**src/rtl/slis_pkg.sv**
```systemverilog
// Shared types and constants for the sorted list block.
package slis_pkg;

  localparam int VALUE_W          = 32;
  localparam int OP_W             = 2;
  localparam int POS_W            = 5;
  localparam int COUNT_W          = 5;
  localparam int DEFAULT_CAPACITY = 16;

  localparam logic [POS_W-1:0] POS_NONE = '1;

  typedef enum logic [OP_W-1:0] {
    OP_INSERT = 2'd0,
    OP_SEARCH = 2'd1,
    OP_REMOVE = 2'd2
  } op_t;

  // Update strobes broadcast to every cell of the row.
  typedef struct packed {
    logic ins;
    logic rem;
  } cell_ctrl_t;

endpackage

```
**src/rtl/slis_cell.sv**
```systemverilog
// One storage cell of the sorted row: compares against the operand and shifts.
module slis_cell import slis_pkg::*; (
  input  logic                      clk,
  input  cell_ctrl_t                ctrl,
  input  logic signed [VALUE_W-1:0] value,
  input  logic                      used,
  input  logic                      prev_lt,
  input  logic signed [VALUE_W-1:0] prev_entry,
  input  logic signed [VALUE_W-1:0] next_entry,
  output logic signed [VALUE_W-1:0] entry,
  output logic                      lt,
  output logic                      first_eq
);

  assign lt       = used && (entry < value);
  // The row is ascending, so the first match follows a smaller entry.
  assign first_eq = used && (entry == value) && prev_lt;

  always_ff @(posedge clk) begin
    if (ctrl.ins) begin
      if (!lt) begin
        entry <= prev_lt ? value : prev_entry;
      end
    end else if (ctrl.rem) begin
      if (!lt) begin
        entry <= next_entry;
      end
    end
  end

endmodule

```
**src/rtl/sorted_list_insert_search_remove.sv**
```systemverilog
// Sorted list top level: a row of compare-and-shift cells with a result register.
// The result appears on the master side in the cycle after an input transaction is accepted.
// Throughput: one transaction per cycle; every cell compares and shifts in the same cycle.
// Input is stalled only while a result waits and the master side is not ready.
// Reset (rst, synchronous, active high) empties the list and drops any pending result.
// Entries carry no reset; only positions below the count are ever compared.
module sorted_list_insert_search_remove import slis_pkg::*; #(
  parameter int CAPACITY = DEFAULT_CAPACITY
) (
  input  logic        clk,
  input  logic        rst,
  input  logic        s_tvalid,
  output logic        s_tready,
  input  logic [39:0] s_tdata,   // op [1:0], value [33:2], zero fill above
  output logic        m_tvalid,
  input  logic        m_tready,
  output logic [15:0] m_tdata    // ok [0], position [5:1], entry_count [10:6], zero fill
);

  localparam int CW = $clog2(CAPACITY + 1);
  localparam int IW = $clog2(CAPACITY);

  logic                      accept;
  op_t                       op;
  logic signed [VALUE_W-1:0] value;
  logic [CW-1:0]             count;
  logic [CW-1:0]             count_next;
  logic                      full;
  logic                      found;
  logic [IW-1:0]             pos_idx;
  cell_ctrl_t                ctrl;

  logic signed [VALUE_W-1:0] entry    [CAPACITY];
  logic [CAPACITY-1:0]       lt;
  logic [CAPACITY-1:0]       first_eq;

  logic                      ok;
  logic [POS_W-1:0]          position;
  logic [COUNT_W-1:0]        entry_count;

  logic                      res_ok;
  logic [POS_W-1:0]          res_pos;
  logic [CW+COUNT_W-1:0]     count_ext;
  logic [IW+POS_W-1:0]       pos_ext;

  // Decode the transaction; accept whenever the result slot frees up.
  assign s_tready = !m_tvalid || m_tready;
  assign accept   = s_tvalid && s_tready;
  assign op       = op_t'(s_tdata[OP_W-1:0]);
  assign value    = s_tdata[OP_W+VALUE_W-1:OP_W];

  assign full  = (count == CW'(CAPACITY));
  assign found = |first_eq;

  always_comb begin
    ctrl.ins = 1'b0;
    ctrl.rem = 1'b0;
    case (op)
      OP_INSERT: ctrl.ins = accept && !full;
      OP_REMOVE: ctrl.rem = accept && found;
      default:   ;
    endcase
  end

  // The row: each cell sees its neighbors' entries and the left neighbor's compare.
  for (genvar i = 0; i < CAPACITY; i++) begin : g_cell
    logic                      prev_lt;
    logic signed [VALUE_W-1:0] prev_entry;
    logic signed [VALUE_W-1:0] next_entry;

    if (i == 0) begin : g_first
      assign prev_lt    = 1'b1;
      assign prev_entry = value;
    end else begin : g_mid
      assign prev_lt    = lt[i-1];
      assign prev_entry = entry[i-1];
    end

    if (i == CAPACITY - 1) begin : g_last
      assign next_entry = entry[i];
    end else begin : g_inner
      assign next_entry = entry[i+1];
    end

    slis_cell u_cell (
      .clk        (clk),
      .ctrl       (ctrl),
      .value      (value),
      .used       (count > CW'(i)),
      .prev_lt    (prev_lt),
      .prev_entry (prev_entry),
      .next_entry (next_entry),
      .entry      (entry[i]),
      .lt         (lt[i]),
      .first_eq   (first_eq[i])
    );
  end

  // Encode the single matching cell into its index.
  always_comb begin
    pos_idx = '0;
    for (int i = 0; i < CAPACITY; i++) begin
      if (first_eq[i]) begin
        pos_idx = pos_idx | IW'(i);
      end
    end
  end

  assign pos_ext = {{POS_W{1'b0}}, pos_idx};

  always_comb begin
    count_next = count;
    if (ctrl.ins) begin
      count_next = count + CW'(1);
    end else if (ctrl.rem) begin
      count_next = count - CW'(1);
    end
  end

  always_comb begin
    res_ok  = 1'b0;
    res_pos = POS_NONE;
    case (op)
      OP_INSERT: res_ok = !full;
      OP_REMOVE: res_ok = found;
      OP_SEARCH: begin
        res_ok = found;
        if (found) begin
          res_pos = pos_ext[POS_W-1:0];
        end
      end
      default: ;
    endcase
  end

  assign count_ext = {{COUNT_W{1'b0}}, count_next};

  // Hold the count; load the result register on every accepted transaction.
  always_ff @(posedge clk) begin
    if (rst) begin
      count    <= '0;
      m_tvalid <= 1'b0;
    end else begin
      count <= count_next;
      if (accept) begin
        m_tvalid <= 1'b1;
      end else if (m_tready) begin
        m_tvalid <= 1'b0;
      end
    end
  end

  always_ff @(posedge clk) begin
    if (accept) begin
      ok          <= res_ok;
      position    <= res_pos;
      entry_count <= count_ext[COUNT_W-1:0];
    end
  end

  assign m_tdata = {5'd0, entry_count, position, ok};

  // Checks on the row and the count.
  a_count_bound: assert property (@(posedge clk) disable iff (rst)
    count <= CW'(CAPACITY))
    else $error("count exceeds capacity");

  a_single_match: assert property (@(posedge clk) disable iff (rst)
    $onehot0(first_eq))
    else $error("more than one first match");

  a_insert_count: assert property (@(posedge clk) disable iff (rst)
    ctrl.ins |=> count == $past(count) + CW'(1))
    else $error("insert did not grow the count");

  a_remove_count: assert property (@(posedge clk) disable iff (rst)
    ctrl.rem |=> count == $past(count) - CW'(1))
    else $error("remove did not shrink the count");

  a_result_follows: assert property (@(posedge clk) disable iff (rst)
    accept |=> m_tvalid)
    else $error("accepted transaction produced no result");

endmodule
```
**config.mk**
```make
export PLATFORM = sky130hd
export DESIGN_NAME = sorted_list_insert_search_remove
export DESIGN_NICKNAME = d
export VERILOG_FILES = /design/src/rtl/slis_pkg.sv /design/src/rtl/slis_cell.sv /design/src/rtl/sorted_list_insert_search_remove.sv
export SDC_FILE = /design/constraint.sdc
export NUM_CORES = 2
export LEC_CHECK = 0
export ABC_AREA = 1
export BUFFER_PORTS_ARGS = -buffer_cell sky130_fd_sc_hd__buf_2
export CORE_UTILIZATION = 50
export CTS_CLUSTER_DIAMETER = 100
export DETAILED_ROUTE_END_ITERATION = 6
export PLACE_DENSITY = 0.71
export SETUP_SLACK_MARGIN = 0.15
export SLEW_MARGIN = 15
export SYNTH_ARGS = -nofsm -noshare
export SYNTH_HDL_FRONTEND = slang
export SYNTH_HIERARCHICAL = 1
export SYNTH_SLANG_ARGS = --single-unit
```
**constraint.sdc**
```tcl
create_clock -name clk -period 6.1 [get_ports clk]
set_input_delay 0.915 -clock clk [delete_from_list [all_inputs] [get_ports clk]]
set_output_delay 0.915 -clock clk [all_outputs]
set_load 0.01 [all_outputs]
```
; Word level (Yosys, flattened, before mapping)
; Cells that the tools add are included.
[totals]
ff_bits = 529
in_bits = 44
elab_cells = 272
[op_classes]
n_addsub = 2
magnitude_cmp = 32
eq_ne = 19
muxes = 98
bitwise_logic = 18
reduce_logical = 78
[ops]
columns = cell, count
row1 = $mux 32, 75
row2 = $eq 32x32->1, 16
row3 = $lt 32x32->1, 16
row4 = $logic_and 1x1->1, 50
row5 = $gt 5x4->1 const B, 8
row6 = $mux 4, 8
row7 = $reduce_and 2->1, 16
row8 = $gt 5x3->1 const B, 4
row9 = $not 1->1, 18
row10 = $reduce_or 16->1, 1
row11 = $mux 5, 3
row12 = $mux 3, 4
row13 = $gt 5x1->1 const B, 2
row14 = $gt 5x2->1 const B, 2
row15 = $reduce_or 10->1, 1
row16 = $reduce_or 6->1, 1
row17 = $add 5x1->5 const B, 1
row18 = $eq 5x5->1 const B, 1
row19 = $mux 1, 5
row20 = $sub 5x1->5 const B, 1
row21 = $mux 2, 2
row22 = $reduce_bool 2->1, 2
row23 = $reduce_or 4->1, 1
row24 = $reduce_or 3->1, 1
row25 = other kinds (7), 8

; Logic depth before layout (Yosys ltp)
[depth]
depth_word = 19
ltp_mapped = 28

; Cells and area by module
; Netlist, hierarchy kept.
[by_module_without_submodules]
columns = mod, instances, cells_per_inst, area_per_inst_um2, seq_area_each_um2
row1 = slis_cell, 16, 352, 2583.7, 960.9
row2 = sorted_list_insert_search_remove, 1, 157, 1232.4, 450.4

; Worst setup path after synthesis
; Ideal clock, no wire load.
[synth_timing]
kind = input to register
from = in s_tdata[33]
to = reg g_cell[14].u_cell.entry[0] (enable)
t_arrival_ps = 3734
path_slack_ps = 1979
cell_stages = 23
path_cell_list = inv_1 > ha_1 > nand2_1 > inv_2 > nand2_4 > a21oi_1 > nor2_1 > and2_1 > nand3_1 > nand3_2 > inv_1 > nand4_1 > nor2_1 > and3_2 > nor2_2 > nand2_1 > nor2_2 > nand2_2 > nand3_2 > inv_1 > or2_2 > nand2_1 > inv_1
[synth_rtl]
columns = element, line_no
row1 = "start, declared", sorted_list_insert_search_remove.sv:14  ; input logic [39:0] s_tdata,
row2 = "end signal, assigned", slis_cell.sv:22  ; entry <= prev_lt ? value : prev_entry;
row3 = "end signal, assigned", slis_cell.sv:26  ; entry <= next_entry;
row4 = "end, declared", slis_cell.sv:10  ; output logic signed [VALUE_W-1:0] entry,

==> metrics <==
outcome finished clean; share of cells above drive strength 1 7.318%; Leak 23.23 nW; Power Density 195.6 nW/um^2; Buf+Inv Stages, Crit Path 7; Top delay family on crit path simple AND/OR/NAND/NOR gates; CTS Buffer Depth 3; Slew headroom 23.55%; PostCTS Resize Cnt 0; design area 46280 sq um; maximum fanout along the worst path 27; Setup Skew 16.75 ps; routability cong. 0.9182; area post-placement 44440 sq um; WL/cell 15.60 um; GRT Resource Usage Total 25.17%; Crit. End Element flop; Chip Height 293.8 um; PortBufs 50; width of the die 293.8 um; Critical Path AT 5240 ps; clk root buf clkbuf_16; Post-layout nets 6391; largest net degree at the start of global routing 87; synth warn 6; Ports 62; DRC viols 0; first-pass GRT wire length 178200 um; clk sink count 529; Setup TNS 0 ps; via/cell ratio 5.283; Worst Hold Class reg2reg; total number of vias 37060; CTS tree built; std cell rows 106; number of global-route vias before repair 35690; Num CTS Buffers 61; FILL cells 7819; routed wire length 109400 um; Core Footprint 83950 sq um; die area 86310 sq um; initial antenna violation count 6; Clock transition at path regs 50 ps; Slew @ Worst Pin 1145 ps; CP max-delay cell buf_2; max cap viols 0; pins over their slew limit 0; Post-CTS Hold Buffers 0; kind of critical path in2reg; Final Setup Violations 0; CP required 6410 ps; first drt pass iteration count 6; post-route clock period utilization 80.84%; Final Critical Period 4931 ps; RSZ-0062 raised after global routing false; Routed Antenna Nets 0; final hold vios 0; dpl hpwl 85930 um; initial core utilization 50.70%; Setup Buffers After CTS 0; slowest stage delay, CP 490 ps; area grow syn2layout 8.721%; synthesized cell area 42570 sq um; Clock Latency Late Sink 640 ps; Syn Inst Count 5788; Most Frequent Cell on Critical Path inv_1; Max H-tree Level 2; Setup crit start kind primary input; syn avg cell area 7.355 sq um; initial drt markers 2726; IR Drop Worst-Case VDD 201.1 uV; f_max 202.8 MHz; total gr overflow 0
==> metrics by stage <==
stage                     hold slack, ps  utilization, %  power (mW)  setup WS [ps]  instances
final                              520.3           55.13       9.055           1169       7015
after global routing               524.9           55.12       9.460          886.1       7013
after CTS                          502.5           55.11       9.108           1283       7010
after detailed placement           510.5           52.93       5.640          601.9       6896
after global placement             492.6           52.93       5.572          771.6       6896
after floorplan                    542.6               -       5.173           1979       5798
==> flip-flops by register name, summed over array words and instances, names as in the netlist <==
| name | count |
|---|---|
| g_cell.u_cell/entry | 512 |
| position | 5 |
| entry_count | 5 |
| m_tvalid | 1 |
| ok | 1 |
| count | 5 |
==> cell usage in the layout (no fill, tap or decap), types with 7 or more instances in the layout <==
master / n
o21ai_1: 48
clkinv_1: 12
or2_2: 16
ha_1: 522
nand2_1: 1444
nand3_2: 17
a21oi_1: 151
nand2_4: 17
o21ai_0: 982
inv_1: 927
buf_2: 50
nor2_4: 16
and2_1: 16
nand2_2: 35
buf_4: 107
nor2_2: 18
nand4_1: 51
nand3_1: 24
clkbuf_1: 26
nor2_1: 677
conb_1: 12
clkinv_2: 7
clkbuf_16: 63
buf_12: 7
a21o_1: 16
inv_2: 49
edfxtp_1: 523
and3_2: 16
==> worst paths after layout <==
| path | to | slack (ps) | start | cells past startpoint |
|---|---|---|---|---|
| max | g_cell[12].u_cell/entry[17]$_DFFE_PP_ | 1170 | s_tdata[33] | 25 |
| min | m_tvalid$_SDFFE_PP0P_ | 520 | m_tvalid$_SDFFE_PP0P_ | 2 |
| max reg2reg | g_cell[12].u_cell/entry[17]$_DFFE_PP_ | 1450 | count[1]$_SDFF_PP0_ | 18 |
| min reg2reg | m_tvalid$_SDFFE_PP0P_ | 520 | m_tvalid$_SDFFE_PP0P_ | 2 |
==> tightest hold or removal path, stage by stage (launching register included) <==
cell and delay (ps):
dfxtp_1 320, nand2_2 90, a21oi_1 70
==> where the power goes <==
group / internal [mW] / leakage, nW / total [mW] / switching [mW]
sequential: 4.13 / 4.84 / 4.21 / 0.0817
clock: 1.94 / 0.894 / 3.47 / 1.53
combinational: 0.455 / 17.5 / 1.37 / 0.915
total: 6.53 / 23.2 / 9.05 / 2.52
==> metal layers <==
layer / vias to the layer above / routed length [um] / track usage, %
li1: 18840 / - / -
met2: 1005 / 51510 / 43.72
met4: 0 / 3594 / 8.867
met1: 17020 / 48490 / 32.53
met5: - / 0 / 0
met3: 203 / 5844 / 2.394
==> area by class of cell <==
cell class | instances | area, sq um | share of cell area (%)
Timing Repair Buffer | 164 | 1194 | 2.579
Sequential cell | 529 | 15830 | 34.19
Multi-Input combinational cell | 4091 | 22320 | 48.23
Clock buffer | 94 | 1743 | 3.766
Tap cell | 1134 | 1419 | 3.066
Antenna cell | 5 | 12.51 | 0.02704
Clock inverter | 20 | 88.84 | 0.1919
Inverter | 978 | 3676 | 7.943
(Power assumes the default switching activity.)
